--- config.mk ---
export PLATFORM = sky130hd
export DESIGN_NAME = isbdc_regs
export DESIGN_NICKNAME = d
export VERILOG_FILES = /design/src/hdl/isbdc_pkg.sv /design/src/hdl/isbdc_regs.sv
export SDC_FILE = /design/constraint.sdc
export NUM_CORES = 1
export LEC_CHECK = 0
export ABC_CLOCK_PERIOD_IN_PS = 2520
export BUFFER_PORTS_ARGS = -buffer_cell sky130_fd_sc_hd__buf_2
export CORE_ASPECT_RATIO = 2
export CORE_MARGIN = 2
export CORE_UTILIZATION = 55
export CTS_CLUSTER_SIZE = 24
export DETAILED_ROUTE_END_ITERATION = 8
export PLACE_DENSITY = 0.85
export SLEW_MARGIN = 20
export SYNTH_ARGS = -nofsm -noshare
export SYNTH_HDL_FRONTEND = slang
export SYNTH_SLANG_ARGS = --single-unit
--- constraint.sdc ---
create_clock -name clk -period 2.52 [get_ports clk]
set_input_delay 0.378 -clock clk [delete_from_list [all_inputs] [get_ports clk]]
set_output_delay 0.378 -clock clk [all_outputs]
set_load 0.01 [all_outputs]
--- src/hdl/isbdc_pkg.sv ---
// ----------------------------------------------------------------------------
// isbdc_pkg
// Shared types, widths, register map and helpers for the IMU sample
// conditioner (gyro bias calibration, rate deadband, accel and temperature).
// ----------------------------------------------------------------------------
package isbdc_pkg;

	// Axis count and calibration length (must be a power of two)
	localparam int NAXES       = 3;
	localparam int CAL_SAMPLES = 1024;
	localparam int CAL_LOG2    = $clog2(CAL_SAMPLES);
	localparam int CNT_W       = (CAL_LOG2 > 0) ? CAL_LOG2 : 1;

	// Datapath widths
	localparam int RAW_W    = 16;
	localparam int BIAS_W   = 25;	// Q16.8 bias
	localparam int SUM_W    = 26;	// wrapping calibration sum
	localparam int D_W      = 26;	// raw*256 - bias
	localparam int SCALE_W  = 32;
	localparam int DB_W     = 31;
	localparam int TFAC_W   = 24;
	localparam int TOFS_W   = 24;
	localparam int TRAW_W   = 11;
	localparam int ID_W     = 8;
	localparam int OUT_W    = 32;
	localparam int GPROD_W  = D_W + SCALE_W + 1;
	localparam int APROD_W  = RAW_W + SCALE_W + 1;
	localparam int TPROD_W  = TRAW_W + TFAC_W + 1;
	localparam int SAT_IN_W = 37;
	localparam int GY_SHIFT = 24;
	localparam int AC_SHIFT = 16;

	// Configuration port
	localparam int ADDR_W = 5;
	localparam int DATA_W = 32;

	typedef enum logic [2:0] {
		REG_GYRO_SCALE  = 3'd0,
		REG_ACCEL_SCALE = 3'd1,
		REG_RATE_DB     = 3'd2,
		REG_TEMP_FACTOR = 3'd3,
		REG_TEMP_OFFSET = 3'd4,
		REG_EXPECTED_ID = 3'd5
	} reg_idx_t;

	// Reset values
	localparam logic [SCALE_W-1:0]       GYRO_SCALE_RST  = SCALE_W'(4575271);
	localparam logic [SCALE_W-1:0]       ACCEL_SCALE_RST = SCALE_W'(3854136);
	localparam logic [DB_W-1:0]          RATE_DB_RST     = '0;
	localparam logic [TFAC_W-1:0]        TEMP_FACTOR_RST = TFAC_W'(8192);
	localparam logic signed [TOFS_W-1:0] TEMP_OFFSET_RST = TOFS_W'(1507328);
	localparam logic [ID_W-1:0]          EXPECTED_ID_RST = ID_W'(15);

	typedef logic signed [RAW_W-1:0]  raw_t;
	typedef logic signed [BIAS_W-1:0] bias_t;
	typedef logic signed [D_W-1:0]    diff_t;
	typedef logic signed [OUT_W-1:0]  fix_t;

	// Live configuration, handed from the register block to the datapath
	typedef struct packed {
		logic [SCALE_W-1:0]       gyro_scale;
		logic [SCALE_W-1:0]       accel_scale;
		logic [DB_W-1:0]          rate_deadband;
		logic [TFAC_W-1:0]        temp_factor;
		logic signed [TOFS_W-1:0] temp_offset;
		logic [ID_W-1:0]          expected_id;
	} cfg_t;

	// Clamp a wide signed value into 32-bit signed range
	function automatic fix_t sat32(input logic signed [SAT_IN_W-1:0] v);
		logic signed [SAT_IN_W-1:0] hi;
		logic signed [SAT_IN_W-1:0] lo;
		hi = SAT_IN_W'(fix_t'({1'b0, {(OUT_W-1){1'b1}}}));
		lo = SAT_IN_W'(fix_t'({1'b1, {(OUT_W-1){1'b0}}}));
		if (v > hi) begin
			return hi[OUT_W-1:0];
		end else if (v < lo) begin
			return lo[OUT_W-1:0];
		end
		return v[OUT_W-1:0];
	endfunction

endpackage

--- src/hdl/isbdc_regs.sv ---
// ----------------------------------------------------------------------------
// isbdc_regs
// APB-style configuration registers; write on the access phase, reads are
// combinational from the stored fields.
// ----------------------------------------------------------------------------
module isbdc_regs (
	input  logic                          clk,
	input  logic                          arst_n,
	input  logic                          psel,
	input  logic                          penable,
	input  logic                          pwrite,
	input  logic [isbdc_pkg::ADDR_W-1:0]  paddr,
	input  logic [isbdc_pkg::DATA_W-1:0]  pwdata,
	output logic [isbdc_pkg::DATA_W-1:0]  prdata,
	output isbdc_pkg::cfg_t               cfg
);
	import isbdc_pkg::*;

	cfg_t     cfg_q;
	reg_idx_t idx;
	logic     wr_en;

	assign idx   = reg_idx_t'(paddr[ADDR_W-1:2]);
	assign wr_en = psel && penable && pwrite;
	assign cfg   = cfg_q;

	// Register writes
	always_ff @(posedge clk or negedge arst_n) begin
		if (!arst_n) begin
			cfg_q.gyro_scale    <= GYRO_SCALE_RST;
			cfg_q.accel_scale   <= ACCEL_SCALE_RST;
			cfg_q.rate_deadband <= RATE_DB_RST;
			cfg_q.temp_factor   <= TEMP_FACTOR_RST;
			cfg_q.temp_offset   <= TEMP_OFFSET_RST;
			cfg_q.expected_id   <= EXPECTED_ID_RST;
		end else if (wr_en) begin
			unique case (idx)
				REG_GYRO_SCALE:  cfg_q.gyro_scale    <= pwdata[SCALE_W-1:0];
				REG_ACCEL_SCALE: cfg_q.accel_scale   <= pwdata[SCALE_W-1:0];
				REG_RATE_DB:     cfg_q.rate_deadband <= pwdata[DB_W-1:0];
				REG_TEMP_FACTOR: cfg_q.temp_factor   <= pwdata[TFAC_W-1:0];
				REG_TEMP_OFFSET: cfg_q.temp_offset   <= pwdata[TOFS_W-1:0];
				REG_EXPECTED_ID: cfg_q.expected_id   <= pwdata[ID_W-1:0];
				default: ;	// unmapped address, write dropped
			endcase
		end
	end

	// Read mux
	always_comb begin
		prdata = '0;
		unique case (idx)
			REG_GYRO_SCALE:  prdata = DATA_W'(cfg_q.gyro_scale);
			REG_ACCEL_SCALE: prdata = DATA_W'(cfg_q.accel_scale);
			REG_RATE_DB:     prdata = DATA_W'(cfg_q.rate_deadband);
			REG_TEMP_FACTOR: prdata = DATA_W'(cfg_q.temp_factor);
			REG_TEMP_OFFSET: prdata = DATA_W'(unsigned'(cfg_q.temp_offset));
			REG_EXPECTED_ID: prdata = DATA_W'(cfg_q.expected_id);
			default:         prdata = '0;
		endcase
	end

endmodule

# Word level (Yosys, flattened, before mapping)

Index checks and enable logic that the tools add are counted.

Word-level logic and storage cells: 21
Register bits: 151
Output and inout port bits: 183
Input port bits: 42

Eq/ne operators: 5
Muxes and demuxes: 1
Reductions and logical operators: 9

Operators by type and width:

| cell                                          | number |
|---|---|
| case mux 32 bit (6 select lines)              | 1 |
| AND reduction 2 bit                           | 6 |
| == test 3 x 2 -> 1 bit, second input constant | 2 |
| == test 3 bit, second input constant          | 2 |
| == test 3 x 1 -> 1 bit, second input constant | 1 |
| logical NOT 3 bit                             | 1 |
| logical AND 1 bit                             | 2 |

# Logic depth before layout (Yosys ltp)

Gate-level depths: netlist of the first run.

Depth in word-level cells: 3
Depth in mapped cells: 7
Gate-level depth less buffers: 3

# Worst setup path after synthesis of the first run

Ideal clock, no wire load.

Kind: input -> output
From: input port paddr[3] in the netlist's numbering
To: output port prdata[18] in the netlist's numbering
Cell stages on the path: 7
Slack: 0.639 ns
Data arrival time: 1.503 ns
Required time: 2.142 ns
Path buffers: 4
Cells stage by stage: buf_2 > buf_2 > buf_4 > inv_1 > buf_2 > a31oi_1 > a211oi_1

Cells in the longest elaborated chain, start to end: 2
Elaborated cells between the ends (all ways): 7
Those cells by class: eq/ne (5); mux (1); reduce/logical (1)

Ends and longest elaborated chain:

| element                               | RTL line         | RTL |
|---|---|---|
| start: declaration                    | isbdc_regs.sv:12 | `input logic [isbdc_pkg::ADDR_W-1:0] paddr,` |
| == test 3 bit (tied with other cells) | isbdc_regs.sv:52 | `unique case (idx)` |
| case mux 32 bit (6 select lines) *    | isbdc_regs.sv:52 |  |
| end: declaration                      | isbdc_regs.sv:14 | `output logic [isbdc_pkg::DATA_W-1:0] prdata,` |

Mark *: on every way between the ends. The rest lies on a longest branch, timed or not.

# Worst setup path in the final report of the first run

Ends and elaborated chain as after synthesis.

==> results.txt, run 1 <==
Vias per std cell = 5.836
Post-CTS sizing = 0
Net load switching power = 2.249 mW
Initial DRT Pass Iterations = 4
Area growth, synth to finish = 28.14%
Max cap viols = 0
Clk sinks = 151
Postcts setup bufs = 0
Post-synth top area share = 0.4152
LEAKAGE = 4.658 nW
CP endpoint kind = output port
Die Y = 165.5 um
Final worst setup slack = 0.3246 ns
Final setup vio count = 0
Async SR Flop Fraction = 1.000
Comb pwr share = 0.238
Most common cell in the synthesized netlist = mux2_2
Dpl cells = 878
Setup slack, reg-to-reg = 1.71 ns
Critical path's largest stage delay = 0.38 ns
Row count = 59
Ports = 225
Die area = 14020 um2
Vias in the first global route = 5381
Crit path kind = in2out
Most frequent cells after synthesis = 164 x mux2_2, 119 x dfrtp_1, 32 x dfstp_2
Core Box Area = 12840 um2
Post-route cell area = 9190 um2
Max Fclk = 455.5 MHz
Multi-input gate area = 3159 um2
#FFs+latches synth = 151
Share of cells above drive strength 1 = 0.6733
Int Pwr = 5.699 mW
Total CTS buffers = 17
Synth area leaders = dfrtp_1 42%, mux2_2 26%, dfstp_2 12%, mux2_4 6.3%, a221oi_1 1.8%
Die W = 84.75 um
Routed WL = 18690 um
Crit path max fanout = 15
Post-route insts no fill = 911
Clock Skew = 0 ns
Clock Path Buffers = 2
RSZ-0062 raised after global routing = no
Cell taking the most area after synthesis = dfrtp_1
Initial antenna violation count = 0
Initial Util = 0.5583
Nets = 788
Pwr per Cell Area = 864.8 nW/um2
WP data arrival = 1.82 ns
Sequential power share = 0.422
Port bufs = 222
Vias = 5317
Seq/Total Area, Yosys = 0.5324
FF+latch area = 3819 um2
Worst-Margin Slew = 0.5716 ns
Cell variety after synth = 42
Quantity of hold-fixing buffers added after cts = 1
Routed Antenna Nets = 0
Final Hold Fails = 0
Dpl ws = 0.3421 ns
Setup TNS = 0 ns
RD Place Congestion = 0.8247
H-tree Lvls = 4
CP Data Required Time = 2.14 ns
Yosys warnings = 0
Slew HR = 0.6189
Total GRT Usage = 0.2710
Grt ovf = 0
Post-Syn Instances = 515
DRC Markers = 0
Drt initial violations = 227
Critical path launch point type = primary input
Post-Place Cell Area = 8547 um2
Hold crit path type = in2reg
Fillers = 883
Top_reg_cell synth = dfrtp_1
DR WL/cell = 20.51 um
Mapped Nets = 557
Most Frequent Cell on Critical Path = buf_2
Synthesized cell area = 7172 um2
Mean post-synth cell area = 13.93 um2
Largest net degree at the start of global routing = 62
Worst skew pair latency = 0.40 ns
Slew Viols, Final = 0
Finished Core Util = 0.7155
Min cycle time layout = 2.195 ns
Number of synthesized flops with an enable pin = 0
Clock transition at path regs = 0.06 ns
Worst path slowest cell = inv_1
# diodes = 0
Hold Slack = 0.2241 ns
Sw Ratio = 0.2830
CTS tree = built
First-pass GRT wire length = 29630 um
Peak VDD IR = 0.6453 mV
Final Cycle Share = 0.8712
Worst-path cell chain = buf_2, buf_4, inv_1, a31oi_1, a211oi_1, buf_2
Max reg flops = 151
HPWL Detailed = 12620 um
Status = complete, no violations
Clk pwr share = 0.339
Root Driver = clkbuf_16
Total power = 7.948 mW
area by class of cell:
class,count,share of cell area
inverters,3,0.001225
repair buffers,248,0.1499
well taps,152,0.02069
multi-input cells,325,0.3438
clock inverters,11,0.01879
flip-flops and latches,151,0.4155
clock buffers,21,0.05010
worst paths after layout:
kind / start / endpoint / depth (start not counted)
min in group asynchronous: arst_n / cfg[139] / 2
worst min register to register: cfg[93] / cfg[93] / 1
worst min-delay path: pwdata[31] / cfg[150] / 2
worst max-delay path: paddr[3] / prdata[18] / 6
worst max register to register: cfg[147] / cfg[147] / 1
max in group asynchronous: arst_n / cfg[119] / 3
layout by cell type, fill, tap and decap left out, drive strengths merged, types with 5 or more instances in the layout:
master,count
buf,247
mux2,196
o21ai,5
dfstp,32
nor2,19
dfrtp,119
clkinv,5
a21oi,24
a221oi,15
clkbuf,21
nand2,18
mux2i,10
worst max-delay path, delay by kind of cell:
kind	cells	cell delay, ns
AOI/OAI and AO/OA	2	0.41
buffers and inverters	4	1.02
power by group through the flow:
stage	logic (mW)	registers (mW)	clock network (mW)
3_5_place_dp	1.90	3.38	0
2_1_floorplan	0.849	3.55	0
4_1_cts	1.91	3.35	2.73
3_3_place_gp	1.85	3.34	0
5_1_grt	2.05	3.42	2.84
6_report	1.89	3.36	2.70
cell families after synthesis:
| group | count (synthesis) | share of synthesized area |
|---|---|---|
| and+or+nand+nor | 59 | 0.04344 |
| muxes | 206 | 0.3374 |
| DFF | 151 | 0.5325 |
| buffers and inverters | 39 | 0.03088 |
| AOI/OAI and AO/OA | 60 | 0.05583 |
metal layers:
layer,wire [um],track usage,up-vias
met5,0,0,-
met1,7589,0.3520,2668
met2,9293,0.4438,266
met3,1466,0.06461,30
li1,-,-,2353
met4,338,0.09812,0
No activity file was read; power rests on OpenSTA's default activity.
==> run 2, diff against run 1 <==
--- a/config.mk
+++ b/config.mk
@@ -5,14 +5,14 @@
 export SDC_FILE = /design/constraint.sdc
 export NUM_CORES = 1
 export LEC_CHECK = 0
-export ABC_CLOCK_PERIOD_IN_PS = 2520
+export ABC_CLOCK_PERIOD_IN_PS = 2500
 export BUFFER_PORTS_ARGS = -buffer_cell sky130_fd_sc_hd__buf_2
 export CORE_ASPECT_RATIO = 2
 export CORE_MARGIN = 2
-export CORE_UTILIZATION = 55
+export CORE_UTILIZATION = 51
 export CTS_CLUSTER_SIZE = 24
 export DETAILED_ROUTE_END_ITERATION = 8
-export PLACE_DENSITY = 0.85
+export PLACE_DENSITY = 0.8
 export SLEW_MARGIN = 20
 export SYNTH_ARGS = -nofsm -noshare
 export SYNTH_HDL_FRONTEND = slang
==> constraint.sdc (replaced) <==
create_clock -name clk -period 2.5 [get_ports clk]
set_input_delay 0.375 -clock clk [delete_from_list [all_inputs] [get_ports clk]]
set_output_delay 0.375 -clock clk [all_outputs]
set_load 0.01 [all_outputs]
==> run 2 against run 1 <==
Effect of this change:
- clock skew did not move
- first-iteration DRC count increased by 4.4%
- largest power group unchanged
- clock power decreased by 8.1%
==> results.txt, run 2 (synthesis results as in run 1) <==
Die Y = 171.7 um
Pwr per Cell Area = 853.9 nW/um2
CP bufs+invs = 4
Peak VDD IR = 0.5972 mV
Most common cell after layout, fill and taps aside = buf_2
Area growth, synth to finish = 27.69%
Slew HR = 0.6361
Row count = 61
Worst r2r src = cfg[127]
Initial Util = 0.5192
Final setup vio count = 0
Clock Path Buffers = 2
Fillers = 1023
Initial antenna violation count = 1
Setup TNS = 0 ns
LEAKAGE = 4.619 nW
Postcts setup bufs = 0
Most Frequent Cell on Critical Path = buf_2
Clk sinks = 151
Port bufs = 222
Hold crit path type = in2reg
DR WL/cell = 21.28 um
Worst-path cell chain = buf_2, buf_12, nor2b_2, buf_4, a221oi_1, nor2_1, buf_2
Share of cells above drive strength 1 = 0.6733
Status = complete, no violations
Initial DRT Pass Iterations = 4
RD Place Congestion = 0.8477
Final Cycle Share = 0.8960
Delay-heaviest family, CP = buffers and inverters
Vias = 5376
First-pass GRT wire length = 30320 um
Post-route cell area = 9158 um2
Core Box Area = 13810 um2
HPWL Detailed = 13870 um
Final Hold Fails = 0
Clock Skew = 0 ns
Max reg flops = 151
Ports = 225
Dpl ws = 0.2649 ns
Crit path kind = in2out
Crit path max fanout = 21
Critical path origin = paddr[3]
Critical path launch point type = primary input
Post-Place Cell Area = 8573 um2
Dpl cells = 912
H-tree Lvls = 4
Nets = 785
Min cycle time layout = 2.240 ns
CP endpoint kind = output port
RSZ-0062 raised after global routing = no
Hold wc startpoint = pwdata[31]
Total GRT Usage = 0.2681
Die W = 87.85 um
Final worst setup slack = 0.2600 ns
CTS tree = built
Highest-count cells in the layout ignoring fill and taps = 221 x buf_2, 164 x mux2_2, 119 x dfrtp_1
Total CTS buffers = 17
Total power = 7.820 mW
Slew Viols, Final = 0
Grt ovf = 0
Worst path slowest cell = a221oi_1
Vias in the first global route = 5663
Die area = 15080 um2
DRC Markers = 0
Vias per std cell = 5.683
Met2 wire length = 11050 um
Clock transition at path regs = 0.06 ns
Met3 Routed Length = 957 um
Drt initial violations = 237
CP Data Required Time = 2.12 ns
Post-route insts no fill = 946
Routed Antenna Nets = 0
Wl on met1 = 7148 um
Top sig layer = met4
Critical path's largest stage delay = 0.38 ns
WP data arrival = 1.86 ns
Max Fclk = 446.4 MHz
Worst skew pair latency = 0.40 ns
Worst-Margin Slew = 0.5453 ns
Routed WL = 20130 um
Max cap viols = 0
Root Driver = clkbuf_16
Largest net degree at the start of global routing = 86
[run 2: changes by cell type in the layout (fill, tap and decap cells not counted)]
cell,change
buf_12,+1
buf_4,-4
bufinv_16,-3
clkbuf_1,-1
clkinv_4,-2
clkinvlp_4,+2
diode_2,+1
inv_6,+4
nor2_2,+2
nor2_4,-2
[run 2: per-layer routing]
metal,track usage,vias to the layer above
li1,-,2334
met1,0.2798,2762
met2,0.4835,214
met3,0.05134,66
met4,0.1572,0
met5,0,-
[run 2: power breakdown]
group          leakage (nW)  internal [mW]  switching (mW)
combinational          2.49           1.01           0.927
sequential             1.86           3.00           0.398
clock                 0.274           1.44            1.05
total                  4.62           5.45            2.37
[run 2: path summary, 6_finish.rpt]
| kind | end | slack, ns | depth (start not counted) |
|---|---|---|---|
| max | prdata[10] | 0.26 | 7 |
| min | cfg[150] | 0.22 | 2 |
| max reg2reg | cfg[127] | 1.68 | 1 |
| min reg2reg | cfg[59] | 0.53 | 1 |
| max in group asynchronous | cfg[121] | 1.54 | 3 |
| min in group asynchronous | cfg[77] | 0.53 | 3 |
[run 2: stage by stage]
step	utilization	hold slack, ns
after global placement	0.6206	0.3961
after global routing	0.6629	0.2037
after CTS	0.6627	0.2005
final	0.6629	0.2192
after floorplan	-	0.07941
after detailed placement	0.6206	0.4139
[run 2: what timing repair did]
action | in CTS | in global routing
resized for setup | 0 | 0
hold buffers | 1 | 0
endpoints found under the hold margin | 59 | 0
[run 2: cell type report]
cell class | count | area (um2) | share of cell area
antenna | 1 | 2.502 | 0.0002733
clock buffer | 20 | 456.7 | 0.04987
clock inverter | 12 | 115.1 | 0.01257
inverter | 3 | 11.26 | 0.001230
multi-input combinational | 325 | 3149 | 0.3439
sequential | 151 | 3819 | 0.4170
tap | 189 | 236.5 | 0.02582
timing repair buffer | 245 | 1368 | 0.1493
