File: src/hdl/isbdc_pkg.sv
// ----------------------------------------------------------------------------
// isbdc_pkg
// Shared types, widths, register map and helpers for the IMU sample
// conditioner (gyro bias calibration, rate deadband, accel and temperature).
// ----------------------------------------------------------------------------
package isbdc_pkg;

	// Axis count and calibration length (must be a power of two)
	localparam int NAXES       = 3;
	localparam int CAL_SAMPLES = 1024;
	localparam int CAL_LOG2    = $clog2(CAL_SAMPLES);
	localparam int CNT_W       = (CAL_LOG2 > 0) ? CAL_LOG2 : 1;

	// Datapath widths
	localparam int RAW_W    = 16;
	localparam int BIAS_W   = 25;	// Q16.8 bias
	localparam int SUM_W    = 26;	// wrapping calibration sum
	localparam int D_W      = 26;	// raw*256 - bias
	localparam int SCALE_W  = 32;
	localparam int DB_W     = 31;
	localparam int TFAC_W   = 24;
	localparam int TOFS_W   = 24;
	localparam int TRAW_W   = 11;
	localparam int ID_W     = 8;
	localparam int OUT_W    = 32;
	localparam int GPROD_W  = D_W + SCALE_W + 1;
	localparam int APROD_W  = RAW_W + SCALE_W + 1;
	localparam int TPROD_W  = TRAW_W + TFAC_W + 1;
	localparam int SAT_IN_W = 37;
	localparam int GY_SHIFT = 24;
	localparam int AC_SHIFT = 16;

	// Configuration port
	localparam int ADDR_W = 5;
	localparam int DATA_W = 32;

	typedef enum logic [2:0] {
		REG_GYRO_SCALE  = 3'd0,
		REG_ACCEL_SCALE = 3'd1,
		REG_RATE_DB     = 3'd2,
		REG_TEMP_FACTOR = 3'd3,
		REG_TEMP_OFFSET = 3'd4,
		REG_EXPECTED_ID = 3'd5
	} reg_idx_t;

	// Reset values
	localparam logic [SCALE_W-1:0]       GYRO_SCALE_RST  = SCALE_W'(4575271);
	localparam logic [SCALE_W-1:0]       ACCEL_SCALE_RST = SCALE_W'(3854136);
	localparam logic [DB_W-1:0]          RATE_DB_RST     = '0;
	localparam logic [TFAC_W-1:0]        TEMP_FACTOR_RST = TFAC_W'(8192);
	localparam logic signed [TOFS_W-1:0] TEMP_OFFSET_RST = TOFS_W'(1507328);
	localparam logic [ID_W-1:0]          EXPECTED_ID_RST = ID_W'(15);

	typedef logic signed [RAW_W-1:0]  raw_t;
	typedef logic signed [BIAS_W-1:0] bias_t;
	typedef logic signed [D_W-1:0]    diff_t;
	typedef logic signed [OUT_W-1:0]  fix_t;

	// Live configuration, handed from the register block to the datapath
	typedef struct packed {
		logic [SCALE_W-1:0]       gyro_scale;
		logic [SCALE_W-1:0]       accel_scale;
		logic [DB_W-1:0]          rate_deadband;
		logic [TFAC_W-1:0]        temp_factor;
		logic signed [TOFS_W-1:0] temp_offset;
		logic [ID_W-1:0]          expected_id;
	} cfg_t;

	// Clamp a wide signed value into 32-bit signed range
	function automatic fix_t sat32(input logic signed [SAT_IN_W-1:0] v);
		logic signed [SAT_IN_W-1:0] hi;
		logic signed [SAT_IN_W-1:0] lo;
		hi = SAT_IN_W'(fix_t'({1'b0, {(OUT_W-1){1'b1}}}));
		lo = SAT_IN_W'(fix_t'({1'b1, {(OUT_W-1){1'b0}}}));
		if (v > hi) begin
			return hi[OUT_W-1:0];
		end else if (v < lo) begin
			return lo[OUT_W-1:0];
		end
		return v[OUT_W-1:0];
	endfunction

endpackage

File: src/hdl/isbdc_cal.sv
// ----------------------------------------------------------------------------
// isbdc_cal
// Gyro bias calibration: per-axis wrapping sums over a fixed number of
// calibration samples, then the mean stored as a Q16.8 bias.
// ----------------------------------------------------------------------------
module isbdc_cal (
	input  logic              clk,
	input  logic              arst_n,
	input  logic              take,
	input  isbdc_pkg::raw_t   gyro [isbdc_pkg::NAXES],
	output isbdc_pkg::bias_t  bias [isbdc_pkg::NAXES],
	output logic              done
);
	import isbdc_pkg::*;

	logic signed [SUM_W-1:0] sum_q    [NAXES];
	logic signed [SUM_W-1:0] sum_next [NAXES];
	bias_t                   bias_q   [NAXES];
	bias_t                   mean     [NAXES];
	logic [CNT_W-1:0]        cnt_q;

	// Last sample of a calibration run completes it
	assign done = take && (cnt_q == CNT_W'(CAL_SAMPLES - 1));

	// Running sums and floor of sum*256/CAL_SAMPLES (a shift)
	always_comb begin
		for (int i = 0; i < NAXES; i++) begin
			sum_next[i] = sum_q[i] + SUM_W'(gyro[i]);
			mean[i]     = BIAS_W'(($signed({sum_next[i], 8'b0})) >>> CAL_LOG2);
		end
	end

	always_ff @(posedge clk or negedge arst_n) begin
		if (!arst_n) begin
			cnt_q <= '0;
			for (int i = 0; i < NAXES; i++) begin
				sum_q[i]  <= '0;
				bias_q[i] <= '0;
			end
		end else if (take) begin
			if (done) begin
				cnt_q <= '0;
				for (int i = 0; i < NAXES; i++) begin
					sum_q[i]  <= '0;
					bias_q[i] <= mean[i];
				end
			end else begin
				cnt_q <= cnt_q + 1'b1;
				for (int i = 0; i < NAXES; i++) begin
					sum_q[i] <= sum_next[i];
				end
			end
		end
	end

	assign bias = bias_q;

endmodule

File: config.mk
export PLATFORM = sky130hd
export DESIGN_NAME = isbdc_cal
export DESIGN_NICKNAME = d
export VERILOG_FILES = /design/src/hdl/isbdc_pkg.sv /design/src/hdl/isbdc_cal.sv
export SDC_FILE = /design/constraint.sdc
export NUM_CORES = 1
export LEC_CHECK = 0
export CAP_MARGIN = 20
export CORE_MARGIN = 2
export CORE_UTILIZATION = 55
export DETAILED_ROUTE_END_ITERATION = 8
export DONT_BUFFER_PORTS = 1
export HOLD_SLACK_MARGIN = 0.03
export PLACE_DENSITY = 0.73
export SETUP_SLACK_MARGIN = 0.05
export SLEW_MARGIN = 30
export SYNTH_ARGS = -nofsm -noshare
export SYNTH_HDL_FRONTEND = slang
export SYNTH_SLANG_ARGS = --single-unit
export TNS_END_PERCENT = 10
File: constraint.sdc
create_clock -name clk -period 4.08 [get_ports clk]
set_clock_uncertainty 0.15 [all_clocks]
set_input_delay 0.408 -clock clk [delete_from_list [all_inputs] [get_ports clk]]
set_output_delay 0.408 -clock clk [all_outputs]
set_load 0.03 [all_outputs]
# Yosys cells after proc, flatten, opt, wreduce, memory -nomap -nowiden
# Index checks and enable logic that the tools add are counted.
# op_classes
n_mux	2
eq_ne	1
add_sub_neg	4
n_reduce_logical	2
# ops
op	count
$add 26x16->26	3
$mux 78	1
$add 10x1->10 const B	1
$eq 10x10->1 const B	1
$mux 10	1
$reduce_and 2->1	1
$logic_and 1x1->1	1
# word_totals
reg_bits	160
word_cells	16

# Longest topological paths before layout
# Gate-level depths: netlist (run 1).
# logic_depth
depth_word	3
depth_mapped	11
depth_no_buf	10

# Worst setup path after synthesis (run 1)
# No wires, ideal clock.
# synth_path
path_type	input-to-reg
startpoint	in gyro[32] in the netlist's numbering
endpoint	reg sum_q[70] in the netlist's numbering
t_arrival_ns	2.648
path_slack_ns	1.150
cell_stages	10
cell_sequence	ha_1 -> fa_1 -> a211oi_1 -> o21ai_0 -> a2111oi_0 -> or3_1 -> nor2_1 -> a311o_1 -> xnor2_1 -> o2bb2ai_1
# synth_via
elab_chain_len	2
# synth_lines
element	line_no	rtl
from (decl)	isbdc_cal.sv:10	input isbdc_pkg::raw_t gyro [isbdc_pkg::NAXES],
$add 26x16->26	isbdc_cal.sv:28	sum_next[i] = sum_q[i] + SUM_W'(gyro[i]);
$mux 78	isbdc_cal.sv:41	if (done) begin
to (signal, indexed assignment)	isbdc_cal.sv:50	sum_q[i] <= sum_next[i];
to (decl)	isbdc_cal.sv:16	logic signed [SUM_W-1:0] sum_q [NAXES];
# No other way between the ends.
# A chain may end at the register's enable or synchronous reset.

# Worst setup path in the final report (run 1)
# layout_path
startpoint	reg sum_q[52] in the netlist's numbering
endpoint	reg bias_q, in the netlist bias[66]
# layout_via
elab_chain_len	1
# layout_lines
element	line_no	rtl
$add 26x16->26	isbdc_cal.sv:28	
to (signal, indexed assignment)	isbdc_cal.sv:45	bias_q[i] <= mean[i];
to (decl)	isbdc_cal.sv:18	bias_t bias_q [NAXES];
# No other way between the ends.

==> results of run 1 <==
report_power, final:
part | internal [W] | switching, W
registers | 0.00201 | 0.000271
logic | 0.00172 | 0.00231
clock network | 0.000868 | 0.000647
total | 0.00460 | 0.00323
area by class of cell:
class / instances / area share, %
multi-input combinational: 793 / 52.4
inverter: 20 / 0.740
sequential: 160 / 38.2
timing repair buffer: 10 / 0.717
clock inverter: 10 / 0.836
tap: 225 / 2.69
clock buffer: 22 / 4.43
worst register-to-register path, delay by kind of cell, from the launching register on:
family / cells / cell delay, ns
AO/OA/AOI/OAI: 5 / 1.34
adder cells (fa/ha/maj): 2 / 0.66
flip-flops: 1 / 0.39
AND/OR/NAND/NOR: 2 / 0.36
XOR/XNOR: 1 / 0.21
cell usage after synthesis (3+ instances only):
| master | number | share of area [%] |
|---|---|---|
| dfrtp_1 | 160 | 41 |
| nand2_1 | 125 | 4.8 |
| o21ai_0 | 91 | 4.7 |
| ha_1 | 76 | 9.7 |
| o2bb2ai_1 | 64 | 5.7 |
| a21oi_1 | 59 | 3.0 |
| nor2_1 | 44 | 1.7 |
| xnor2_1 | 39 | 3.5 |
| xor2_1 | 35 | 3.1 |
| a21o_1 | 33 | 2.5 |
| clkbuf_1 | 28 | 1.1 |
| nand3_1 | 27 | 1.4 |
| inv_1 | 20 | 0.77 |
| nor3_1 | 14 | 0.72 |
| o21bai_1 | 11 | 0.84 |
| a211oi_1 | 10 | 0.77 |
| a31oi_1 | 10 | 0.64 |
| nand2b_1 | 10 | 0.64 |
| o21a_1 | 10 | 0.77 |
| o21ai_1 | 10 | 0.51 |
| and3_1 | 8 | 0.51 |
| nand4_1 | 8 | 0.51 |
| nor2b_1 | 8 | 0.51 |
| buf_2 | 7 | 0.36 |
| o31ai_1 | 7 | 0.54 |
| and2_1 | 6 | 0.38 |
| or3_1 | 6 | 0.38 |
| a211o_1 | 5 | 0.45 |
| a31o_2 | 5 | 0.45 |
| buf_4 | 5 | 0.38 |
| buf_1 | 4 | 0.15 |
| o211ai_1 | 4 | 0.31 |
| a311o_1 | 3 | 0.31 |
| and4_1 | 3 | 0.27 |
| fa_1 | 3 | 0.61 |
| nor3b_1 | 3 | 0.23 |
| nor4_1 | 3 | 0.19 |
| o221ai_1 | 3 | 0.27 |
| or2_2 | 3 | 0.19 |
how the worst max path moves through the flow:
stage / startpoint / endpoint / slack [ns] / depth (start not counted)
5_1_grt: sum_q[52] / bias[66] / 0.47 / 10
3_5_place_dp: gyro[32] / bias[66] / 0.81 / 10
2_1_floorplan: gyro[32] / sum_q[70] / 1.15 / 10
3_3_place_gp: gyro[32] / bias[66] / 0.88 / 10
6_report: sum_q[52] / bias[66] / 0.84 / 10
4_1_cts: sum_q[52] / bias[66] / 0.82 / 10
cells by family after synthesis:
logic type | after synthesis
DFF | 160
buffers and inverters | 67
xor gates and xnor gates | 74
AOI/OAI and AO/OA | 358
muxes | 4
adders and majority gates | 79
and+or+nand+nor | 278
flip-flops by register name, summed over array words and instances (netlist names):
name,cells
sum_q,78
bias,72
cnt_q,10
per-stage QoR:
| step | hold WS (ns) | std cells | setup slack (ns) |
|---|---|---|---|
| finish | -0.468 | 1240 | 0.837 |
| global route | -0.493 | 1240 | 0.467 |
| CTS | -0.489 | 1240 | 0.824 |
| detailed placement | -0.0339 | 1206 | 0.808 |
| global placement | -0.0335 | 1206 | 0.881 |
| floorplan | -0.0376 | 1020 | 1.15 |
cell usage in the layout, fill, tap and decap left out, types with 6 or more instances in the layout:
cell,Yosys,layout
nand3_1,27,27
or3_1,6,6
nand2_1,125,124
o2bb2ai_1,64,64
and2_1,6,6
o21ai_1,10,10
nor2_1,44,44
clkbuf_16,0,17
inv_1,20,19
a211oi_1,10,10
ha_1,76,76
o21a_1,10,10
o21ai_0,91,91
a21oi_1,59,59
dfrtp_1,160,160
xor2_1,35,35
xnor2_1,39,39
o31ai_1,7,7
nand4_1,8,8
a21o_1,33,33
nor3_1,14,14
and3_1,8,8
o21bai_1,11,11
nand2b_1,10,10
a31oi_1,10,10
nor2b_1,8,8
buf_4,5,8
layer usage:
| metal | vias up | part of all wire [%] | GRT usage [%] |
|---|---|---|---|
| li1 | 3722 | - | - |
| met4 | 0 | 1.3 | 6.64 |
| met1 | 3609 | 47 | 33.8 |
| met2 | 167 | 46 | 39.7 |
| met5 | - | 0 | 0 |
| met3 | 27 | 6.0 | 6.51 |
==> qor.csv, run 1 <==
metric,value,unit
Die W,137,um
period utilisation layout,79.5,%
die height,137,um
Max clock buf depth,2,
"Critical Path, Cell by Cell",ha_1 > fa_1 > a211oi_1 > o21ai_0 > a2111oi_0 > or3_1 > nor2_1 > a311o_1 > xnor2_1 > o21ai_1,
"Hold-fix buffers, CTS",2,
worst r2r src,sum_q[52],
total gr overflow,0,
number of global-route vias before repair,7605,
adder-cell area share of the yosys netlist,10.3,%
Fin. Hold Viols,160,
drt wl/cell,17.9,um
hpwl dp,15500,um
CP Class,flop to flop,
FP Rows,48,
Ant. Diodes,0,
P_leak,4.77,nW
critical path's largest stage delay,0.43,ns
critical path's top delay family,compound AO/OA/AOI/OAI gates,
core area,17400,um2
min Tclk post-route,3.24,ns
post-route cell area,10500,um2
CTS Sinks,160,
WL final,22200,um
largest net degree at the start of global routing,161,
post-synthesis mux area share,0.435,%
min-delay worst type,primary input to async pin,
Synth Area in Compound Gates,25.4,%
worst skew pair latency,0.43,ns
critical path arrival,3.38,ns
vias,7525,
Placed Instance Area,9910,um2
syn nets,1150,
Layout area overhead,7.15,%
drt pass-1 iters,5,
final slew viol count,0,
smallest hold slack,-0.468,ns
Post CTS Setup Buffer Count,0,
cell count after synthesis,1020,
initial core utilization,56.3,%
f_max,308,MHz
sequential share of the synthesized area,41.0,%
Netlist cell types,78,
startpoint types,flop,
#FFs+latches synth,160,
final setup TNS,0,ns
Slew HR,54.3,%
Root Driver,clkbuf_16,
post-route ant nets,0,
Reg area,4000,um2
r2r endpoint,bias[66],
"EDFF count, synth",0,
Syn Std Cell Area,9780,um2
status,finished with violations,
"CTS clk-pin slew, worst paths",0.06,ns
Crit Path Max Fanout,4,
initial antenna violation count,0,
CP max stage cell,fa_1,
XOR/XNOR share of the synthesized area,6.63,%
DR iter-0 viols,427,
Post-Route Utilization,60.4,%
power density over the cells,747,nW/um2
GPL Wtd Cong,0.930,
Slew @ Worst Pin,0.686,ns
Num CTS Buffers,17,
IO Port Bufs,0,
ys flop type,dfrtp_1,
Yosys Warn Count,0,
Crit path buffers/inverters,0,
fraction of layout cells with a size suffix above 1,6.60,%
Post-Synth Simple-Gate Area,13.3,%
failing checks,hold timing,
crit end category,flop,
I/O pin cnt,127,
syn avg cell area,9.59,um2
vias per cell,6.07,
R2R setup slack,0.84,ns
final number of setup-violating endpoints,0,
GRT Util Overall,24.9,%
footprint of the multi-input gates,5490,um2
Critical Path RT,4.22,ns
CTS tree,built,
RSZ-0062 raised after global routing,no,
drc violations,0,
Tot Pwr,0.00783,W
Nets,1132,
post-CTS sizing,0,
die area,18900,um2
Max Cap Violations,0,
largest family of logic cells by synthesized area,compound AO/OA/AOI/OAI gates,
Post-synth ARST share,100,%
H-tree levels,4,
reg2reg path depth,10,
layout filler cell count,1460,
maximum vdd ir drop,0.379,mV
first-pass GRT wire length,37500,um
(Power assumes the default switching activity.)
==> run 2, diff against run 1 <==
PLACE_DENSITY = 0.76   (was 0.73)
clock period = 2.9 ns   (was 4.08 ns; I/O delays follow)
==> run 2 against run 1 <==
Net effect:
- final cell count is 2.4% higher
- via count grew 2.5%
- clock power rose by 52%
- register-to-register slack worse by 0.84 ns
- total power up 51%
- critical path type unchanged
- worst setup slack lost 0.84 ns
- cell area up 5.2%
- die area stayed put
- the run ends with hold timing, setup timing left
- sequential power is 42% higher
- routed wire length increased by 3.4%
- combinational power is 56% higher
- highest routed layer unchanged
- non-clock buffer count is 30 higher
==> qor.csv, run 2 (synthesized netlist as in run 1, its figures left out) <==
metric,value,unit,change
status,finished with violations,,unchanged
failing checks,"hold timing, setup timing",,was hold timing
Slew HR,49.9,%,was 54.3%
crit end category,flop,,unchanged
DR iter-0 viols,393,,was 427
CTS tree,built,,unchanged
max FFs per register,78,,unchanged
Crit Path Max Fanout,2,,was 4
Layout area overhead,12.8,%,was 7.15%
critical path's largest stage delay,0.41,ns,was 0.43 ns
Fin. Hold Viols,160,,unchanged
die area,18900,um2,unchanged
Nets,1162,,was 1132
Crit path buffers/inverters,1,,was 0
final setup TNS,-0.00356,ns,was 0 ns
GPL Wtd Cong,0.882,,was 0.930
initial antenna violation count,0,,unchanged
pre-CTS setup slack,-0.133,ns,was 0.808 ns
drt pass-1 iters,5,,unchanged
initial core utilization,56.3,%,unchanged
total gr overflow,0,,unchanged
power density over the cells,1070,nW/um2,was 747 nW/um2
drc violations,0,,unchanged
I/O pin cnt,127,,unchanged
core area,17400,um2,unchanged
"commonest non-fill, non-tap cell in the layout",dfrtp_1,,unchanged
CP Class,flop to flop,,unchanged
"Hold-fix buffers, CTS",6,,was 2
Ant. Diodes,0,,unchanged
first-pass GRT wire length,37400,um,was 37500 um
die height,137,um,unchanged
critical path's top delay family,compound AO/OA/AOI/OAI gates,,unchanged
most frequent cells in the layout,"dfrtp_1 (160), nand2_1 (124), o21ai_0 (86), ha_1 (68), o2bb2ai_1 (64)",,"was dfrtp_1 (160), nand2_1 (124), o21ai_0 (91), ha_1 (76), o2bb2ai_1 (64)"
min-delay worst type,primary input to async pin,,unchanged
vias per cell,6.07,,about the same
P_leak,4.95,nW,was 4.77 nW
min Tclk post-route,2.90,ns,was 3.24 ns
CTS Sinks,160,,unchanged
Critical Path RT,3.03,ns,was 4.22 ns
Tot Pwr,0.0118,W,was 0.00783 W
startpoint types,flop,,unchanged
drt wl/cell,18.0,um,was 17.9 um
Largest Register,sum_q,,unchanged
Max Cap Violations,0,,unchanged
worst skew pair latency,0.43,ns,about the same
GRT Util Overall,25.0,%,was 24.9%
f_max,344,MHz,was 308 MHz
Slew @ Worst Pin,0.751,ns,was 0.686 ns
FP Rows,48,,unchanged
RSZ-0062 raised after global routing,yes,,was no
hpwl dp,15500,um,about the same
IO Port Bufs,0,,unchanged
critical path arrival,3.04,ns,was 3.38 ns
WL final,22900,um,was 22200 um
Final WS setup,-0.00356,ns,was 0.837 ns
most frequent CP cell,o21ai_1,,
largest net degree at the start of global routing,161,,unchanged
final slew viol count,0,,unchanged
H-tree levels,4,,unchanged
Max clock buf depth,2,,unchanged
maximum vdd ir drop,0.677,mV,was 0.379 mV
Die W,137,um,unchanged
vias,7715,,was 7525
CP max stage cell,dfrtp_1,,was fa_1
Root Driver,clkbuf_16,,unchanged
fraction of layout cells with a size suffix above 1,13.3,%,was 6.60%
number of global-route vias before repair,7549,,was 7605
smallest hold slack,-0.597,ns,was -0.468 ns
final number of setup-violating endpoints,1,,was 0
period utilisation layout,100,%,was 79.5%
"CTS clk-pin slew, worst paths",0.07,ns,was 0.06 ns
"Critical Path, Cell by Cell",ha_4 > fa_2 > a211oi_2 > o21ai_1 > a2111oi_2 > or3_4 > buf_6 > o21ai_2 > a31oi_2 > xor2_1 > o21ai_1,,was ha_1 > fa_1 > a211oi_1 > o21ai_0 > a2111oi_0 > or3_1 > nor2_1 > a311o_1 > xnor2_1 > o21ai_1
post-route ant nets,0,,unchanged
Num CTS Buffers,17,,unchanged
## run 2: cell types whose count changed in the layout (fill, tap and decap cells not counted), moves of 5 or more
cell | previous run | this run
buf_4 | 8 | 32
ha_2 | 0 | 6
ha_1 | 76 | 68
a21oi_2 | 0 | 5
o21ai_0 | 91 | 86
a21oi_1 | 59 | 54
## run 2: worst paths after layout
path                            depth (start not counted)   endpoint  startpoint  slack [ns]
worst max-delay path                                   11   bias[72]   sum_q[52]      -0.004
worst min-delay path                                    0  sum_q[14]      arst_n       -0.60
worst max register to register                         11   bias[72]   sum_q[52]      -0.004
worst min register to register                          1   cnt_q[6]    cnt_q[6]        0.34
max in group asynchronous                               0   sum_q[7]      arst_n        2.94
min in group clk                                        3  sum_q[18]        take        0.06
## run 2: layout make-up
class	instances	area, um2
Clock buffer	19	453
Clock inverter	13	151
Fill cell	1395	6330
Inverter	20	78.8
Multi-Input combinational cell	793	5720
Sequential cell	160	4000
Tap cell	225	282
Timing Repair Buffer	40	342
## run 2: layer usage
| metal | routed length [um] | vias up | share of wire [%] | track usage (%) |
|---|---|---|---|---|
| li1 | - | 3786 | - | - |
| met1 | 10400 | 3709 | 45 | 33.5 |
| met2 | 10700 | 193 | 47 | 39.9 |
| met3 | 1480 | 27 | 6.5 | 6.99 |
| met4 | 353 | 0 | 1.5 | 6.64 |
| met5 | 0 | - | 0 | 0 |
## run 2: report_power, final
group	internal (W)	total [W]	switching, W
Combinational	0.00281	0.00630	0.00349
Sequential	0.00282	0.00323	0.000403
Clock	0.00133	0.00229	0.000963
## run 2: stage by stage
step	cells	utilization (%)	area (um2)	hold slack, ns
global placement	1227	58.1	10100	-0.151
finish	1270	63.5	11000	-0.597
floorplan	1020	-	9780	-0.156
detailed placement	1227	58.1	10100	-0.152
CTS	1266	62.1	10800	-0.609
global route	1270	63.5	11000	-0.620
## run 2: what timing repair did
item,4_1_cts,5_1_grt
endpoints found under the hold margin,184,160
pin swaps,5,24
gates resized for setup,5,48
setup buffers,1,4
setup endpoints to repair,14,59
