==> config.mk <==
export PLATFORM = sky130hd
export DESIGN_NAME = isbdc_accel_lane
export DESIGN_NICKNAME = d
export VERILOG_FILES = /design/src/hdl/isbdc_pkg.sv /design/src/hdl/isbdc_accel_lane.sv
export SDC_FILE = /design/constraint.sdc
export NUM_CORES = 1
export LEC_CHECK = 0
export ABC_AREA = 1
export ABC_CLOCK_PERIOD_IN_PS = 16300
export BUFFER_PORTS_ARGS = -buffer_cell sky130_fd_sc_hd__buf_2
export CORE_MARGIN = 2
export CORE_UTILIZATION = 45
export DETAILED_ROUTE_END_ITERATION = 8
export SLEW_MARGIN = 20
export SYNTH_ARGS = -nofsm -noshare
export SYNTH_HDL_FRONTEND = slang
export SYNTH_SLANG_ARGS = --single-unit
==> constraint.sdc <==
create_clock -name clk -period 16.3 [get_ports clk]
set_input_delay 0 -clock clk [delete_from_list [all_inputs] [get_ports clk]]
set_output_delay 0 -clock clk [all_outputs]
set_load 0.02 [all_outputs]
==> src/hdl/isbdc_pkg.sv <==
// ----------------------------------------------------------------------------
// isbdc_pkg
// Shared types, widths, register map and helpers for the IMU sample
// conditioner (gyro bias calibration, rate deadband, accel and temperature).
// ----------------------------------------------------------------------------
package isbdc_pkg;

	// Axis count and calibration length (must be a power of two)
	localparam int NAXES       = 3;
	localparam int CAL_SAMPLES = 1024;
	localparam int CAL_LOG2    = $clog2(CAL_SAMPLES);
	localparam int CNT_W       = (CAL_LOG2 > 0) ? CAL_LOG2 : 1;

	// Datapath widths
	localparam int RAW_W    = 16;
	localparam int BIAS_W   = 25;	// Q16.8 bias
	localparam int SUM_W    = 26;	// wrapping calibration sum
	localparam int D_W      = 26;	// raw*256 - bias
	localparam int SCALE_W  = 32;
	localparam int DB_W     = 31;
	localparam int TFAC_W   = 24;
	localparam int TOFS_W   = 24;
	localparam int TRAW_W   = 11;
	localparam int ID_W     = 8;
	localparam int OUT_W    = 32;
	localparam int GPROD_W  = D_W + SCALE_W + 1;
	localparam int APROD_W  = RAW_W + SCALE_W + 1;
	localparam int TPROD_W  = TRAW_W + TFAC_W + 1;
	localparam int SAT_IN_W = 37;
	localparam int GY_SHIFT = 24;
	localparam int AC_SHIFT = 16;

	// Configuration port
	localparam int ADDR_W = 5;
	localparam int DATA_W = 32;

	typedef enum logic [2:0] {
		REG_GYRO_SCALE  = 3'd0,
		REG_ACCEL_SCALE = 3'd1,
		REG_RATE_DB     = 3'd2,
		REG_TEMP_FACTOR = 3'd3,
		REG_TEMP_OFFSET = 3'd4,
		REG_EXPECTED_ID = 3'd5
	} reg_idx_t;

	// Reset values
	localparam logic [SCALE_W-1:0]       GYRO_SCALE_RST  = SCALE_W'(4575271);
	localparam logic [SCALE_W-1:0]       ACCEL_SCALE_RST = SCALE_W'(3854136);
	localparam logic [DB_W-1:0]          RATE_DB_RST     = '0;
	localparam logic [TFAC_W-1:0]        TEMP_FACTOR_RST = TFAC_W'(8192);
	localparam logic signed [TOFS_W-1:0] TEMP_OFFSET_RST = TOFS_W'(1507328);
	localparam logic [ID_W-1:0]          EXPECTED_ID_RST = ID_W'(15);

	typedef logic signed [RAW_W-1:0]  raw_t;
	typedef logic signed [BIAS_W-1:0] bias_t;
	typedef logic signed [D_W-1:0]    diff_t;
	typedef logic signed [OUT_W-1:0]  fix_t;

	// Live configuration, handed from the register block to the datapath
	typedef struct packed {
		logic [SCALE_W-1:0]       gyro_scale;
		logic [SCALE_W-1:0]       accel_scale;
		logic [DB_W-1:0]          rate_deadband;
		logic [TFAC_W-1:0]        temp_factor;
		logic signed [TOFS_W-1:0] temp_offset;
		logic [ID_W-1:0]          expected_id;
	} cfg_t;

	// Clamp a wide signed value into 32-bit signed range
	function automatic fix_t sat32(input logic signed [SAT_IN_W-1:0] v);
		logic signed [SAT_IN_W-1:0] hi;
		logic signed [SAT_IN_W-1:0] lo;
		hi = SAT_IN_W'(fix_t'({1'b0, {(OUT_W-1){1'b1}}}));
		lo = SAT_IN_W'(fix_t'({1'b1, {(OUT_W-1){1'b0}}}));
		if (v > hi) begin
			return hi[OUT_W-1:0];
		end else if (v < lo) begin
			return lo[OUT_W-1:0];
		end
		return v[OUT_W-1:0];
	endfunction

endpackage

==> src/hdl/isbdc_accel_lane.sv <==
// ----------------------------------------------------------------------------
// isbdc_accel_lane
// One accel axis: multiply by the accel scale, round to Q15.16, saturate.
// ----------------------------------------------------------------------------
module isbdc_accel_lane (
	input  logic                          clk,
	input  logic                          ld_s2,
	input  logic                          ld_s3,
	input  isbdc_pkg::raw_t               raw_s1,
	input  logic [isbdc_pkg::SCALE_W-1:0] scale,
	output isbdc_pkg::fix_t               accel_s3
);
	import isbdc_pkg::*;

	localparam logic signed [APROD_W-1:0] AC_HALF = APROD_W'(1) << (AC_SHIFT - 1);

	logic signed [APROD_W-1:0] prod_s2;
	logic signed [APROD_W-1:0] rnd_w;
	fix_t                      accel_q_s3;

	// Stage 2: product
	always_ff @(posedge clk) begin
		if (ld_s2) begin
			prod_s2 <= APROD_W'(raw_s1) * $signed({1'b0, scale});
		end
	end

	assign rnd_w = (prod_s2 + AC_HALF) >>> AC_SHIFT;

	// Stage 3: rounded and clamped
	always_ff @(posedge clk) begin
		if (ld_s3) begin
			accel_q_s3 <= sat32(SAT_IN_W'(rnd_w));
		end
	end

	assign accel_s3 = accel_q_s3;

endmodule

* Word level (Yosys, flattened, before mapping)
Cells that the tools add are included.
** Cells by class
- Add/sub/neg operators :: 1
- Multiply operators :: 1
- Magnitude comparators :: 2
- Mux-type cells :: 6
** Operator list (number)
- $mux 32 :: 3
- $add 49x17->49 const B :: 1
- $mul 16x33->49 :: 1
- $gt 33x32->1 const B :: 1
- $lt 33x32->1 const B :: 1
- $mux 1 :: 3
** Storage, ports and cells
- Flip-flop bits (word level) :: 81
- Input bits :: 51
- Output and inout bits :: 32
- Logic and storage cells :: 12

* Longest topological paths before layout
Gate-level depths: netlist of run 1.
- Word-level depth :: 6
- Mapped depth :: 28
- Depth with buffers taken out :: 27

* Worst setup path after synthesis of run 1
No wires, ideal clock.
- Path type :: in2reg
- Start :: input scale[15] in the netlist's numbering
- End :: register prod_s2[36], data pin
- Setup time :: 0.253 ns
- Arrival time :: 5.080 ns
- Required time :: 16.047 ns
- Path slack :: 10.967 ns
- Cell stages on the path :: 22
- Buffers on the path :: 2
- Path through :: clkbuf_1 -> clkbuf_1 -> nand2_1 -> fa_1 -> inv_1 -> fa_1 -> fa_1 -> fa_1 -> fa_1 -> inv_1 -> fa_1 -> inv_1 -> ha_1 -> nand2_1 -> nor2_1 -> inv_1 -> nor2_1 -> inv_1 -> nor3_1 -> nand4_1 -> nand4_1 -> nand2_1
** Between the ends
- Longest elaborated chain between the ends :: 1
** Ends and longest elaborated chain
- from (decl) :: RTL line isbdc_accel_lane.sv:10 : input logic [isbdc_pkg::SCALE_W-1:0] scale,
- $mul 16x33->49 :: RTL line isbdc_accel_lane.sv:24 : prod_s2 <= APROD_W'(raw_s1) * $signed({1'b0, scale});
- to (signal assigned) :: RTL line isbdc_accel_lane.sv:24
- to (decl) :: RTL line isbdc_accel_lane.sv:17 : logic signed [APROD_W-1:0] prod_s2;
No other way between the ends.
A chain may end at the register's enable or synchronous reset.

* Final worst setup path of run 1
- Start :: input raw_s1[9]
- End :: register prod_s2[33], data pin
** Between the ends
- Longest elaborated chain between the ends :: 1
** Ends and longest elaborated chain
- from (decl) :: RTL line isbdc_accel_lane.sv:9 : input isbdc_pkg::raw_t raw_s1,
- $mul 16x33->49 :: RTL line isbdc_accel_lane.sv:24
No other way between the ends.

==> results of run 1 <==
layout make-up:
| type | count | area, um^2 | share of cell area, % |
|---|---|---|---|
| timing repair buffer | 83 | 418 | 1.90 |
| tap | 607 | 759 | 3.45 |
| clock buffer | 10 | 229 | 1.04 |
| multi-input combinational | 1737 | 15500 | 70.3 |
| inverter | 809 | 3040 | 13.8 |
| clock inverter | 6 | 115 | 0.522 |
| sequential | 66 | 1980 | 9.00 |
cells in the mapped netlist (2+ instances only):
| cell type | number | area (um^2) |
|---|---|---|
| nand3_1 | 51 | 255 |
| nor2_1 | 152 | 571 |
| ha_1 | 152 | 1900 |
| or2_2 | 11 | 68.8 |
| nor2_2 | 3 | 18.8 |
| nor4_1 | 2 | 12.5 |
| edfxtp_1 | 66 | 1980 |
| nand4_1 | 19 | 119 |
| a21oi_2 | 6 | 52.6 |
| fa_1 | 417 | 8350 |
| xnor2_1 | 17 | 149 |
| o21a_1 | 3 | 22.5 |
| a21boi_0 | 8 | 60.1 |
| o21bai_1 | 8 | 60.1 |
| nor3_1 | 16 | 80.1 |
| o21ai_2 | 13 | 114 |
| buf_6 | 4 | 45.0 |
| clkbuf_1 | 99 | 372 |
| o21ai_0 | 43 | 215 |
| nand2_2 | 3 | 18.8 |
| nand2_1 | 696 | 2610 |
| a21oi_1 | 64 | 320 |
| nor3_2 | 5 | 50.1 |
| a21o_1 | 6 | 45.0 |
| inv_1 | 808 | 3030 |
| xor2_1 | 33 | 289 |
flip-flops by register name (all words and copies together), names as in the netlist:
signal and flops:
accel_s3 32, prod_s2 34
cell families after synthesis:
kind of cell,share of synthesized area [%]
flip-flops,9.47
adder cells (fa/ha/maj),49.0
buffers and inverters,16.5
XOR/XNOR,2.17
AO/OA/AOI/OAI,4.30
AND/OR/NAND/NOR,18.6
layer usage:
layer / up-vias / GRT usage (%) / routed length, um
li1: 7742 / - / -
met1: 8344 / 34.3 / 25200
met2: 544 / 46.0 / 28600
met3: 94 / 2.55 / 3280
met4: 0 / 6.04 / 1390
met5: - / 0 / 0
worst min-delay path by stage:
stage / start / endpoint / slack (ps)
3_5_place_dp: accel_s3[17]$_DFFE_PP_ / accel_s3[17] / 440
5_1_grt: ld_s3 / accel_s3[3]$_DFFE_PP_ / 270
4_1_cts: ld_s3 / accel_s3[1]$_DFFE_PP_ / 240
6_report: ld_s3 / accel_s3[1]$_DFFE_PP_ / 230
3_3_place_gp: accel_s3[9]$_DFFE_PP_ / accel_s3[9] / 440
2_1_floorplan: ld_s3 / accel_s3[0]$_DFFE_PP_ / 110
worst register-to-register path, delay by kind of cell (launching register included):
family / cells / cell delay (ps)
AO/OA/AOI/OAI: 1 / 220
flip-flops: 1 / 470
buffers and inverters: 1 / 90
XOR/XNOR: 1 / 210
AND/OR/NAND/NOR: 5 / 1210
through the flow:
stage	hold slack [ps]	instance area, um^2	setup WS, ps	cells	utilization, %
after floorplan	112	20900	10970	2717	-
after global placement	443	21700	10090	3302	46.9
after detailed placement	445	21700	10040	3302	46.9
after CTS	236	22000	10370	3318	47.6
after global routing	270	22000	10010	3318	47.6
final	231	22000	10320	3318	47.6
==> results.ini, run 1 <==
[run_status]
status=finished, final reports clean

[detailed_routing]
drtIter0Drc=1096
drc_errors=0
vias_per_cell=5.04
final_antenna_net_count=0
firstDrtPassIters=5
num_vias=16700
drt_wl_total_um=58500
wl_per_cell_um=17.6

[setup_path]
crit_fanout=32
crit_start=raw_s1[9]
rr_worst_depth=8
cpPeakStageDelay_ps=670
rr_startpoint=prod_s2[40]$_DFFE_PP_
critPathCapture=prod_s2[33]$_DFFE_PP_
cp_cell_sequence=buf_2, nand2_1, fa_1, inv_1, fa_1, fa_1, fa_1, fa_1, inv_1, fa_1, inv_1, ha_1, a21oi_1, nor2_1, nor2_1, a21boi_0, nor3_1, nor2_1, nand2_1, nand2_1, nand2_1
path_buf_inv=4
start_kind=input pin
endpoint_kind=flop
cpMaxStageDelayCell=buf_2
critPathMostFrequentCell=fa_1
criticalPathCategory=in -> reg
r2r-end=accel_s3[12]$_DFFE_PP_
crit_required_ps=16340
cp.arrival_ps=6020
r2r_slack_ps=13800
crit_family=adder cells
critical_path_depth=21

[cts]
root_buffer=clkbuf_16
numCtsBuffers=9
h-tree-depth=3
clock_sinks=66
cts_setup_buffers=0
cts_tree=done
clk_pin_slew_ps=60
post_cts_resize_count=0
clock_insertion_delay_worst_skew_ps=330
ctsHoldBuffers=0
cts_max_path_buffers=2

[synth]
synthCells=2717
yosys_warnings=0
synth_cell_types=38
synth-edff-count=66
ys_seq_area_share_pct=9.47
postSynthAreaPerCell_um2=7.71
ys_ff_latch=66
async_flop_share_pct=0
netlist_area_mm2=0.0209
syn_nets=3337
synthFlopType=edfxtp_1

[cells_and_area]
nFillCells=4659
layout.nets=3326
antenna_cells=0
mostFrequentLayoutCells=808 x inv_1, 696 x nand2_1, 417 x fa_1
synthToLayoutAreaGrowth_pct=5.22
drive_gt1_share_pct=5.35
final_common_cell=inv_1

[floorplan]
core_area_mm2=0.0463
io_pins=83
dieWidth_um=220
die_y_um=220
die_area_mm2=0.0483
start_util_pct=45.3
rows=79

[flow_run]
maxCapViolCount=0

[global_route]
grt-ovfl-total=0
antenna_found_initial=0
grt_max_degree=35
gr-usage-all-layers_pct=25.9
grt_pass1_wl_um=96900
grt_pass1_vias=18300

[sta]
finalCritPeriodShare_pct=36.7
worstMarginPinSlew_ps=1040
slew_viol_final=0
post-route-min-period_ps=5980
maxSlewHeadroom_pct=31.0
fmax_ghz=0.167
setup_tns_ps=0
setup_viol=0
fin_skew_ps=8.04
rsz0062_at_grt=false
hold_violations=0

[placed_design]
hpwl_um=46400
port_buffers=82
place.gp.congestion=0.901

[worst_hold_path]
hold_path.class=in -> reg
min_delay_path_depth=1

Power of run 1 is not shown: default switching activity piles up to over one toggle a cycle in this logic, so the estimate is an artifact.
==> run 2, diff against run 1 <==
--- a/config.mk
+++ b/config.mk
@@ -5,8 +5,8 @@
 export SDC_FILE = /design/constraint.sdc
 export NUM_CORES = 1
 export LEC_CHECK = 0
-export ABC_AREA = 1
-export ABC_CLOCK_PERIOD_IN_PS = 16300
+export ABC_AREA = 0
+export ABC_CLOCK_PERIOD_IN_PS = 5700
 export BUFFER_PORTS_ARGS = -buffer_cell sky130_fd_sc_hd__buf_2
 export CORE_MARGIN = 2
 export CORE_UTILIZATION = 45
==> constraint.sdc (replaced) <==
create_clock -name clk -period 5.7 [get_ports clk]
set_input_delay 0 -clock clk [delete_from_list [all_inputs] [get_ports clk]]
set_output_delay 0 -clock clk [all_outputs]
set_load 0.02 [all_outputs]
==> results.ini, run 2 <==
[worst_hold_path]
whs_endpoint=accel_s3[30]$_DFFE_PP_  ; was accel_s3[1]$_DFFE_PP_
hold_path.class=in -> reg  ; unchanged
min_delay_path_depth=1  ; unchanged
min_from=ld_s3  ; unchanged

[synth]
synth-edff-count=66  ; unchanged
netlist_area_mm2=0.0197  ; was 0.0209 mm^2
synthTopCellsByArea=fa_1 42%, edfxtp_1 10%, ha_1 9.7%, inv_1 9.5%, and2_1 6.8%  ; was fa_1 40%, inv_1 14%, nand2_1 12%, edfxtp_1 9.5%, ha_1 9.1%
yosysMostFrequentCell=inv_1  ; unchanged
synthFlopType=edfxtp_1  ; unchanged
ys_ff_latch=66  ; unchanged
async_flop_share_pct=0  ; unchanged
synthCells=2149  ; was 2,717
yosys-top-cells-count=499 x inv_1, 417 x fa_1, 304 x nand2_1  ; was 808 x inv_1, 696 x nand2_1, 417 x fa_1
syn_nets=2769  ; was 3,337
postSynthAreaPerCell_um2=9.16  ; was 7.71 um^2
synth_cell_types=73  ; was 38
yosys_warnings=0  ; unchanged
ys_seq_area_share_pct=10.1  ; was 9.47%
synth.top_cell.area_share_pct=42.4  ; was 39.9%
synth_top_cell_by_area=fa_1  ; unchanged

[sta]
fin_skew_ps=7.23  ; was 8.04 ps
hold_violations=0  ; unchanged
worstMarginPinSlew_ps=712  ; was 1040 ps
slew_viol_final=0  ; unchanged
timing.final.ws_setup_ps=81.8  ; was 10,320 ps
post-route-min-period_ps=5620
whs_ps=258  ; was 231 ps
finalCritPeriodShare_pct=98.6
fmax_ghz=0.178
maxSlewHeadroom_pct=52.6  ; was 31.0%
rsz0062_at_grt=true  ; was false
setup_viol=0  ; unchanged

[floorplan]
start_util_pct=45.6  ; was 45.3%
die_area_mm2=0.0454  ; was 0.0483 mm^2
dieWidth_um=213  ; was 220 um
core_area_mm2=0.0432  ; was 0.0463 mm^2
die_y_um=213  ; was 220 um
rows=76  ; was 79
io_pins=83  ; unchanged

[cts]
clock_insertion_delay_worst_skew_ps=330  ; about the same
h-tree-depth=3  ; unchanged
numCtsBuffers=9  ; unchanged
cts_tree=done  ; unchanged
clk_pin_slew_ps=50  ; was 60 ps
clock_sinks=66  ; unchanged
cts_max_path_buffers=2  ; unchanged
root_buffer=clkbuf_16  ; unchanged
ctsHoldBuffers=0  ; unchanged

[cells_and_area]
mostFrequentLayoutCells=499 x inv_1, 411 x fa_1, 304 x nand2_1  ; was 808 x inv_1, 696 x nand2_1, 417 x fa_1
antenna_cells=0  ; unchanged
synthToLayoutAreaGrowth_pct=16.0  ; was 5.22%
largest_reg_flops=34  ; unchanged
drive_gt1_share_pct=16.5  ; was 5.35%
final_area_mm2=0.0228  ; was 0.0220 mm^2
final_common_cell=inv_1  ; unchanged
utilization_pct=52.9  ; was 47.6%
nFillCells=4020  ; was 4,659
top_register=prod_s2  ; unchanged
layout.nets=2973  ; was 3,326

[placed_design]
port_buffers=82  ; unchanged
dpl_cell_area_mm2=0.0221  ; was 0.0217 mm^2
place.gp.congestion=0.883  ; was 0.901
pre_cts_slack_ps=-583  ; was 10,040 ps
hpwl_um=43500  ; was 46,400 um

[setup_path]
r2r_slack_ps=2850  ; was 13,800 ps
start_kind=input pin  ; unchanged
rr_worst_depth=8  ; unchanged
rr_startpoint=prod_s2[17]$_DFFE_PP_  ; was prod_s2[40]$_DFFE_PP_
criticalPathCategory=in -> reg  ; unchanged
cpMaxStageDelayCell=fa_1  ; was buf_2
cp_cell_sequence=buf_2, buf_12, buf_4, nand2_1, fa_1, inv_1, fa_1, fa_1, fa_1, fa_1, inv_1, fa_1, inv_1, ha_1, nand4_1, or2_1, o22ai_4, nor4b_4, o41a_4, o21ai_4, a311oi_2, xnor2_1  ; was buf_2, nand2_1, fa_1, inv_1, fa_1, fa_1, fa_1, fa_1, inv_1, fa_1, inv_1, ha_1, a21oi_1, nor2_1, nor2_1, a21boi_0, nor3_1, nor2_1, nand2_1, nand2_1, nand2_1
endpoint_kind=flop  ; unchanged
crit_fanout=14  ; was 32
crit_required_ps=5770  ; was 16,340 ps
cpPeakStageDelay_ps=570  ; was 670 ps
cp.arrival_ps=5690  ; was 6020 ps
critPathMostFrequentCell=fa_1  ; unchanged
r2r-end=accel_s3[7]$_DFFE_PP_  ; was accel_s3[12]$_DFFE_PP_

[detailed_routing]
wl_per_cell_um=16.7  ; was 17.6 um
num_vias=14700  ; was 16,700
final_antenna_net_count=0  ; unchanged
drc_errors=0  ; unchanged
drt_wl_total_um=49200  ; was 58,500 um
vias_per_cell=4.98  ; was 5.04
drtIter0Drc=695  ; was 1,096
firstDrtPassIters=5  ; unchanged

[global_route]
gr-usage-all-layers_pct=23.0  ; was 25.9%
grt_max_degree=35  ; unchanged
grt_pass1_vias=16000  ; was 18,300
grt_pass1_wl_um=82500  ; was 96,900 um
antenna_found_initial=0  ; unchanged
grt-ovfl-total=0  ; unchanged

[flow_run]
maxCapViolCount=0  ; unchanged

[run_status]
status=finished, final reports clean  ; unchanged

run 2: area by class of cell:
| cell class | instances | area (um^2) | share of cell area (%) |
|---|---|---|---|
| well taps | 585 | 732 | 3.20 |
| clock inverters | 7 | 118 | 0.515 |
| clock buffers | 9 | 225 | 0.986 |
| multi-input cells | 1480 | 15600 | 68.4 |
| flip-flops and latches | 66 | 1980 | 8.68 |
| inverters | 499 | 1870 | 8.20 |
| repair buffers | 297 | 2280 | 9.97 |
run 2: per-layer routing:
layer	track usage [%]	vias up	part of all wire (%)
met5	0	-	0
met4	5.10	0	1.9
met3	2.19	66	3.5
met2	39.4	303	50
met1	31.7	7455	45
li1	-	6842	-
run 2: critical path, delay by kind of cell:
kind	cells	cell delay, ps
compound gates	4	1050
fa+ha+maj	7	3370
simple gates	4	570
xor+xnor	1	140
buf+inv	6	550
run 2: cell families (layout without fill, tap and decap cells):
kind of cell | after synthesis | in the layout | share of synthesized area [%]
flops | 66 | 66 | 10.1
buf+inv | 603 | 812 | 11.9
mux | 1 | 1 | 0.0508
simple gates | 672 | 672 | 17.0
xor+xnor | 62 | 62 | 2.80
compound gates | 175 | 175 | 6.00
fa+ha+maj | 570 | 570 | 52.1
run 2: worst max-delay path by stage:
stage	to	startpoint	slack [ps]	cells past startpoint
floorplan	prod_s2[47]$_DFFE_PP_	scale[18]	0.4	22
global placement	prod_s2[47]$_DFFE_PP_	raw_s1[1]	-450	20
detailed placement	prod_s2[48]$_DFFE_PP_	raw_s1[1]	-580	22
CTS	prod_s2[47]$_DFFE_PP_	scale[15]	2	21
global route	prod_s2[47]$_DFFE_PP_	scale[5]	-90	21
finish	prod_s2[47]$_DFFE_PP_	raw_s1[7]	80	22
run 2: through the flow:
stage          cells  TNS, ps
2_1_floorplan   2149        0
3_3_place_gp    2926    -7170
3_5_place_dp    2926    -9110
4_1_cts         2942        0
5_1_grt         2943     -150
6_report        2943        0
run 2: repair_timing:
action,4_1_cts,5_1_grt
gates cloned,0,0
setup endpoints to repair,16,22
gates resized for setup,22,71
setup buffers,0,1
pin swaps,0,25
Power of run 2 is left out for the same reason.
